File: src/hw/rtl/lir_pkg.sv
// Shared constants and types of the linear interpolation resampler.
package lir_pkg;

  // Phase counts in 1/OUT_RATE source frames; during a run it stays below OUT_RATE + 2^18
  localparam int unsigned PHASE_W = 19;
  localparam int unsigned RATE_W  = 18;
  localparam int unsigned SAMP_W  = 16;

  localparam logic [PHASE_W-1:0] OUT_RATE   = 19'd48000;
  localparam logic [PHASE_W-1:0] OUT_RATE_X2 = 19'd96000;
  localparam logic [RATE_W-1:0]  MIN_RATE   = 18'd8000;   // ceil(OUT_RATE / 6)
  localparam logic [RATE_W-1:0]  RATE_RESET = 18'd48000;

  // Divide by OUT_RATE: q0 = (x * RECIP) >> 32 is q or q - 1 for x below 2^32
  localparam logic [16:0] RECIP      = 17'd89478;   // floor(2^32 / 48000)
  localparam logic [15:0] DIVISOR_16 = 16'd48000;

  typedef enum logic [2:0] {
    S_IDLE,
    S_CHECK,
    S_MUL_D,
    S_MUL_R,
    S_MUL_Q,
    S_FIX,
    S_EMIT,
    S_MARK
  } lir_state_t;

endpackage

File: src/hw/rtl/linear_interp_resampler_top.sv
// Stereo linear interpolation resampler to a fixed 48 kHz output rate.
//
// Source frames (left, right, final flag) enter one word at a time and are
// resampled to 48000 Hz by linear interpolation between the previous and the
// current frame: each output sample is a + trunc((b - a) * phase / 48000), with
// phase counted in 1/48000 source frames and advanced by source_rate for every
// output. source_rate is written through cfg_we/cfg_wdata; the user must write
// it only while the block is idle, which the block does not enforce; values
// below 8000 act as 8000, so one source frame yields at most six outputs
// (twelve for the final frame). The first frame is only stored. After the
// final frame, positions left at or after it repeat it unchanged; if the final
// frame yields nothing, a bare end marker (has_frame = 0) is given. Frames after
// the end are taken and dropped. out_tlast flags the last result of each input
// word. The block takes one input word at a time and is busy until it has
// finished the phase wrap after its last result. One shared 32x17 multiplier
// does the work: an interpolated result takes one phase check, four multiplier
// steps per channel and one output load, a repeated final-frame result one
// phase check and one output load, and each input word adds its accept and one
// phase-wrap check (none for the first frame); the final frame adds one closing
// check, and a bare end marker its load. Results wait in a one-word output
// register, so a stalled output stalls the sequencer only when a new result must be loaded.
module linear_interp_resampler_top (
  input  logic        clk,
  input  logic        rst_n,
  // configuration: source_rate
  input  logic        cfg_we,
  input  logic [17:0] cfg_wdata,
  // source frames
  input  logic        in_tvalid,
  output logic        in_tready,
  input  logic [31:0] in_tdata,   // [15:0] left_in, [31:16] right_in
  input  logic        in_tlast,   // final_frame
  // resampled frames
  output logic        out_tvalid,
  input  logic        out_tready,
  output logic [31:0] out_tdata,  // [15:0] left_out, [31:16] right_out
  output logic [1:0]  out_tuser,  // [0] has_frame, [1] stream_end
  output logic        out_tlast   // run_last
);

  lir_pkg::lir_state_t state_r, state_nxt;

  // control state
  logic [lir_pkg::PHASE_W-1:0] phase_r;
  logic [lir_pkg::PHASE_W-1:0] ph_inc_r;
  logic [lir_pkg::RATE_W-1:0]  rate_r;
  logic                        have_prev_r;
  logic                        finished_r;
  logic                        mode_interp_r;  // 1: between prev and cur, 0: repeat final frame
  logic                        emitted_r;      // current input word has produced a result
  logic                        ch_r;           // 0: left, 1: right
  logic                        out_valid_r;

  // payload
  logic signed [lir_pkg::SAMP_W-1:0] prev_l_r, prev_r_r;
  logic signed [lir_pkg::SAMP_W-1:0] cur_l_r, cur_r_r;
  logic signed [lir_pkg::SAMP_W-1:0] res_l_r, res_r_r;
  logic                              last_r;
  logic                              d_neg_r;
  logic [48:0]                       mul_r;
  logic [31:0]                       x_r;
  logic [15:0]                       q0_r;
  logic [31:0]                       out_data_r;
  logic [1:0]                        out_user_r;
  logic                              out_last_r;

  // combinational
  logic        accept;
  logic        out_free;
  logic        out_load;
  logic        phase_lt;
  logic        more;
  logic [31:0] mul_a;
  logic [16:0] mul_b;
  logic [48:0] mul_p;
  logic signed [16:0] diff;
  logic [15:0] abs_d;
  logic [31:0] rem;
  logic [16:0] q_fix;
  logic signed [17:0] interp_val;
  logic signed [lir_pkg::SAMP_W-1:0] prev_ch;

  assign accept   = in_tvalid && in_tready;
  assign out_free = !out_valid_r || out_tready;
  assign phase_lt = phase_r < lir_pkg::OUT_RATE;

  // Another result follows in this word: still inside the interval, or the
  // wrap leaves a repeat position behind the final frame.
  assign more = (ph_inc_r < lir_pkg::OUT_RATE) ||
                (mode_interp_r && last_r && (ph_inc_r < lir_pkg::OUT_RATE_X2));

  // channel difference and its magnitude
  assign prev_ch = ch_r ? prev_r_r : prev_l_r;
  assign diff    = ch_r ? (17'(cur_r_r) - 17'(prev_r_r)) : (17'(cur_l_r) - 17'(prev_l_r));
  assign abs_d   = diff[16] ? 16'(-diff) : diff[15:0];

  // shared multiplier
  assign mul_p = {17'd0, mul_a} * {32'd0, mul_b};

  // correction step of the reciprocal divide, then apply sign and offset
  assign rem        = x_r - mul_r[31:0];
  assign q_fix      = {1'b0, q0_r} + {16'd0, (rem >= {13'd0, lir_pkg::OUT_RATE})};
  assign interp_val = 18'(prev_ch) + (d_neg_r ? -18'(q_fix) : 18'(q_fix));

  // next state
  always_comb begin
    state_nxt = state_r;
    case (state_r)
      lir_pkg::S_IDLE: begin
        if (accept && !finished_r && (have_prev_r || in_tlast)) begin
          state_nxt = lir_pkg::S_CHECK;
        end
      end
      lir_pkg::S_CHECK: begin
        if (mode_interp_r) begin
          if (phase_lt) begin
            state_nxt = lir_pkg::S_MUL_D;
          end else if (!last_r) begin
            state_nxt = lir_pkg::S_IDLE;
          end
        end else if (phase_lt) begin
          state_nxt = lir_pkg::S_EMIT;
        end else if (emitted_r) begin
          state_nxt = lir_pkg::S_IDLE;
        end else begin
          state_nxt = lir_pkg::S_MARK;
        end
      end
      lir_pkg::S_MUL_D: state_nxt = lir_pkg::S_MUL_R;
      lir_pkg::S_MUL_R: state_nxt = lir_pkg::S_MUL_Q;
      lir_pkg::S_MUL_Q: state_nxt = lir_pkg::S_FIX;
      lir_pkg::S_FIX:   state_nxt = ch_r ? lir_pkg::S_EMIT : lir_pkg::S_MUL_D;
      lir_pkg::S_EMIT: begin
        if (out_free) begin
          state_nxt = lir_pkg::S_CHECK;
        end
      end
      lir_pkg::S_MARK: begin
        if (out_free) begin
          state_nxt = lir_pkg::S_IDLE;
        end
      end
      default: state_nxt = lir_pkg::S_IDLE;
    endcase
  end

  // outputs of the sequencer
  always_comb begin
    in_tready = 1'b0;
    out_load  = 1'b0;
    mul_a     = '0;
    mul_b     = '0;
    case (state_r)
      lir_pkg::S_IDLE: in_tready = 1'b1;
      lir_pkg::S_MUL_D: begin
        mul_a = {16'd0, abs_d};
        mul_b = {1'b0, phase_r[15:0]};
      end
      lir_pkg::S_MUL_R: begin
        mul_a = mul_r[31:0];
        mul_b = lir_pkg::RECIP;
      end
      lir_pkg::S_MUL_Q: begin
        mul_a = {16'd0, mul_r[47:32]};
        mul_b = {1'b0, lir_pkg::DIVISOR_16};
      end
      lir_pkg::S_EMIT: out_load = out_free;
      lir_pkg::S_MARK: out_load = out_free;
      default: begin
        in_tready = 1'b0;
      end
    endcase
  end

  // control registers
  always_ff @(posedge clk) begin
    if (!rst_n) begin
      state_r       <= lir_pkg::S_IDLE;
      phase_r       <= '0;
      ph_inc_r      <= '0;
      rate_r        <= lir_pkg::RATE_RESET;
      have_prev_r   <= 1'b0;
      finished_r    <= 1'b0;
      mode_interp_r <= 1'b0;
      emitted_r     <= 1'b0;
      ch_r          <= 1'b0;
      out_valid_r   <= 1'b0;
      prev_l_r      <= '0;
      prev_r_r      <= '0;
    end else begin
      state_r <= state_nxt;

      if (cfg_we) begin
        rate_r <= (cfg_wdata < lir_pkg::MIN_RATE) ? lir_pkg::MIN_RATE : cfg_wdata;
      end

      if (out_load) begin
        out_valid_r <= 1'b1;
      end else if (out_tready) begin
        out_valid_r <= 1'b0;
      end

      case (state_r)
        lir_pkg::S_IDLE: begin
          if (accept && !finished_r) begin
            emitted_r     <= 1'b0;
            mode_interp_r <= have_prev_r;
            if (!have_prev_r) begin
              prev_l_r    <= in_tdata[15:0];
              prev_r_r    <= in_tdata[31:16];
              have_prev_r <= 1'b1;
            end
          end
        end
        lir_pkg::S_CHECK: begin
          if (phase_lt) begin
            ph_inc_r <= phase_r + {1'b0, rate_r};
            ch_r     <= 1'b0;
          end else if (mode_interp_r) begin
            // wrap to the current frame and make it the previous one
            phase_r  <= phase_r - lir_pkg::OUT_RATE;
            prev_l_r <= cur_l_r;
            prev_r_r <= cur_r_r;
            if (last_r) begin
              mode_interp_r <= 1'b0;
            end
          end else if (emitted_r) begin
            finished_r <= 1'b1;
          end
        end
        lir_pkg::S_FIX: ch_r <= 1'b1;
        lir_pkg::S_EMIT: begin
          if (out_free) begin
            phase_r   <= ph_inc_r;
            emitted_r <= 1'b1;
          end
        end
        lir_pkg::S_MARK: begin
          if (out_free) begin
            finished_r <= 1'b1;
          end
        end
        default: begin
          ch_r <= ch_r;
        end
      endcase
    end
  end

  // datapath registers
  always_ff @(posedge clk) begin
    if (accept && state_r == lir_pkg::S_IDLE) begin
      cur_l_r <= in_tdata[15:0];
      cur_r_r <= in_tdata[31:16];
      last_r  <= in_tlast;
    end

    case (state_r)
      lir_pkg::S_CHECK: begin
        // repeat mode holds the final frame as the result
        if (!mode_interp_r) begin
          res_l_r <= cur_l_r;
          res_r_r <= cur_r_r;
        end
      end
      lir_pkg::S_MUL_D: begin
        d_neg_r <= diff[16];
        mul_r   <= mul_p;
      end
      lir_pkg::S_MUL_R: begin
        x_r   <= mul_r[31:0];
        mul_r <= mul_p;
      end
      lir_pkg::S_MUL_Q: begin
        q0_r  <= mul_r[47:32];
        mul_r <= mul_p;
      end
      lir_pkg::S_FIX: begin
        if (ch_r) begin
          res_r_r <= interp_val[15:0];
        end else begin
          res_l_r <= interp_val[15:0];
        end
      end
      default: begin
        mul_r <= mul_r;
      end
    endcase

    if (out_load) begin
      if (state_r == lir_pkg::S_MARK) begin
        out_data_r <= '0;
        out_user_r <= 2'b10;
        out_last_r <= 1'b1;
      end else begin
        out_data_r <= {res_r_r, res_l_r};
        out_user_r <= {last_r && !more, 1'b1};
        out_last_r <= !more;
      end
    end
  end

  assign out_tvalid = out_valid_r;
  assign out_tdata  = out_data_r;
  assign out_tuser  = out_user_r;
  assign out_tlast  = out_last_r;

`ifndef SYNTH
  // the end of the stream always closes a run
  a_end_is_last: assert property (@(posedge clk) disable iff (!rst_n)
    out_tvalid && out_tuser[1] |-> out_tlast)
    else $error("stream_end without run_last");

  // a bare marker carries zero samples and ends the stream
  a_marker_form: assert property (@(posedge clk) disable iff (!rst_n)
    out_tvalid && !out_tuser[0] |-> out_tuser[1] && out_tlast && (out_tdata == 32'd0))
    else $error("malformed end marker");

  // nothing new comes out once the stream has ended and drained
  a_quiet_after_end: assert property (@(posedge clk) disable iff (!rst_n)
    finished_r && !out_valid_r |=> !out_valid_r)
    else $error("result after end of stream");

  // the stored phase fits the 18-bit state between words of a live stream
  a_phase_range: assert property (@(posedge clk) disable iff (!rst_n)
    state_r == lir_pkg::S_IDLE && !finished_r |-> !phase_r[lir_pkg::PHASE_W-1])
    else $error("phase out of range at idle");
`endif

endmodule
File: config.mk
export PLATFORM = sky130hd
export DESIGN_NAME = linear_interp_resampler_top
export DESIGN_NICKNAME = d
export VERILOG_FILES = /design/src/hw/rtl/lir_pkg.sv /design/src/hw/rtl/linear_interp_resampler_top.sv
export SDC_FILE = /design/constraint.sdc
export NUM_CORES = 2
export LEC_CHECK = 0
export BUFFER_PORTS_ARGS = -buffer_cell sky130_fd_sc_hd__buf_4
export CORE_AREA = 5 5 294 238
export CTS_BUF_LIST = sky130_fd_sc_hd__clkbuf_4 sky130_fd_sc_hd__clkbuf_8
export DETAILED_ROUTE_END_ITERATION = 6
export DIE_AREA = 0 0 299 243
export PLACE_DENSITY = 0.73
export SLEW_MARGIN = 40
export SYNTH_ARGS = -nofsm -noshare
export SYNTH_HDL_FRONTEND = slang
export SYNTH_SLANG_ARGS = --single-unit
export TNS_END_PERCENT = 20
File: constraint.sdc
create_clock -name clk -period 24.7 [get_ports clk]
set_clock_uncertainty 0.2 [all_clocks]
set_input_delay 2.47 -clock clk [delete_from_list [all_inputs] [get_ports clk]]
set_output_delay 2.47 -clock clk [all_outputs]
set_load 0.05 [all_outputs]
==> impl_metrics.ini <==
[worst_setup_path]
crit_path_end_kind = register
r2r_cells = 35
max_stage_delay_ns = 0.62
path_max_fanout = 18
crit_path_top_delay_cell = a32o_1
arrival_ns = 11.63
start_kind = register
crit_type = register to register
crit_top_cell = fa_1
required_ns = 24.85

[min_path]
min_path_type = register to register
whs_path_depth = 0

[timing]
fmax_mhz = 87.1
tightest_slew_ns = 0.906
rsz0062_at_grt = no
setup_viol = 0
finalSetupTns_ns = 0
finalCritPeriodShare_pct = 46.5
drv_slew = 0
relSlewSlack_pct = 39.2
setup_slack_ns = 13.22
hold_viol = 0
min_period_ns = 11.48

[cts]
cts_made_buffers = 47
hold_buffers = 0
clkLatencyLatePin_ns = 0.64
cts_tree = yes
cts_max_path_buffers = 3
path_clk_slew_ns = 0.07
cts_root_buf = clkbuf_8
htreeDepth = 2
post-cts-setup-buffer-count = 0
cts-resized-gates = 0
numClockSinks = 294

[floorplan]
rows = 85
dieHeight_um = 243
io_pins = 93
fp.dieW_um = 299
floorplan.initialDensity_pct = 49.4
core_area_sq_um = 66800
dieArea_sq_um = 72700

[final_layout]
fin_nets = 4485
fill_cells = 6062
final_common_cell = inv_1
drive_gt1_share_pct = 6.72
design_area_sq_um = 36200
final_util_pct = 54.2
seq_area_sq_um = 7860
areaGrowthSynthToFinish_pct = 9.86
mostFrequentLayoutCells = inv_1, nand2_1, fa_1
multi_input_area_sq_um = 22700

[global_route]
grt_pass1_vias = 25700
gr-total-overflow = 0
antenna_found_initial = 1
grt_max_degree = 103
grt_pass1_wl_um = 143000
grt_util_all_layers_pct = 24.6

[routing]
vias = 25700
drc = 0
drtIter0Drc = 2545
final_antenna_net_count = 0
wl_per_cell_um = 19.1
vias_per_cell = 5.52
first_pass_iters = 6
routed_wl_um = 89100

[logic_synthesis]
netlist-cell-type-count = 88
synth_seq_cells = 294
synth_flop_cell = edfxtp_1
avgSynthCellArea_sq_um = 9.25
synth_area_sq_um = 33000
synth-async-reset-ratio_pct = 0
yosys_warnings = 0
yosysSeqAreaShare_pct = 23.8
synth_edf_count = 197
postSynthCellCount = 3565

[flow_run]
maxCapViolations = 0

[placement]
post-place-ws_ns = 13.33
gp_congestion = 0.983
detailed_place_hpwl_um = 72100
portBuffers = 92
place_area_sq_um = 35100

[run_status]
status = completed
==> stage by stage <==
stage,instances,hold WS [ns]
after floorplan,3691,0.224
after global placement,4576,0.228
final,4663,0.251
after global routing,4663,0.261
after CTS,4661,0.245
after detailed placement,4576,0.235
==> cell type report <==
| class | count | area share [%] |
|---|---|---|
| inverters | 696 | 7.21 |
| flip-flops and latches | 294 | 21.7 |
| well taps | 870 | 3.01 |
| clock buffers | 58 | 2.03 |
| multi-input cells | 2593 | 62.6 |
| clock inverters | 27 | 0.857 |
| diodes | 1 | 0.00691 |
| repair buffers | 124 | 2.57 |
==> cells in the mapped netlist, types with 17 or more instances <==
library cell	n	area (sq um)
ha_1	220	2750
a21oi_1	131	656
o211a_1	37	370
and2_1	103	644
inv_1	691	2590
nor3_1	66	330
dfxtp_1	97	1940
o21a_1	30	225
nor2_1	156	586
xnor2_1	86	753
nand4_1	17	106
nand2_1	483	1810
nand3_1	80	400
nor2b_1	47	294
clkbuf_1	94	353
xor2_1	48	420
edfxtp_1	197	5920
fa_1	453	9070
mux2i_1	20	200
nand2b_1	21	131
o21ai_0	132	661
a21o_1	53	398
a211oi_1	18	135
and3_1	23	144
==> metal layers <==
| metal | share of wire (%) | track usage, % | up-vias |
|---|---|---|---|
| met2 | 43 | 36.8 | 1002 |
| met1 | 45 | 36.8 | 12800 |
| met5 | 0 | 0 | - |
| li1 | - | - | 11800 |
| met3 | 10 | 6.43 | 124 |
| met4 | 1.7 | 4.32 | 0 |
==> worst max-delay path: cells and delay by family, from the launching register on <==
family	cells	cell delay (ns)
AO/OA/AOI/OAI	13	4.51
AND/OR/NAND/NOR	6	0.97
XOR/XNOR	1	0.54
adder cells (fa/ha/maj)	9	4.11
flip-flops	1	0.36
buffers and inverters	6	0.50
==> cell families after synthesis <==
logic type,count (synthesis),synth area share (%)
adder cells (fa/ha/maj),674,35.9
flip-flops,294,23.8
AO/OA/AOI/OAI,585,12.1
other,2,0.0228
multiplexers,22,0.676
XOR/XNOR,135,3.61
AND/OR/NAND/NOR,1049,14.7
buffers and inverters,804,9.18
==> final timing paths <==
| check | from | end | slack [ns] |
|---|---|---|---|
| setup / recovery | cur_r_r[0]$_DFFE_PP_ | mul_r[46]$_DFFE_PN_ | 13.22 |
| hold / removal | mul_r[21]$_DFFE_PN_ | x_r[21]$_DFFE_PN_ | 0.25 |
| setup reg to reg | cur_r_r[0]$_DFFE_PP_ | mul_r[46]$_DFFE_PN_ | 13.22 |
| hold reg to reg | mul_r[21]$_DFFE_PN_ | x_r[21]$_DFFE_PN_ | 0.25 |
==> state kept, by name, summed over array words and instances (netlist names), 18 cells and up <==
| register | flops |
|---|---|
| phase_r | 19 |
| ph_inc_r | 19 |
| rate_r | 18 |
| x_r | 32 |
| mul_r | 48 |
| out_tdata | 32 |
Power is left out: the tool's default activity adds up to more than one toggle a clock period on the data nets, which glitch-free logic cannot reach.
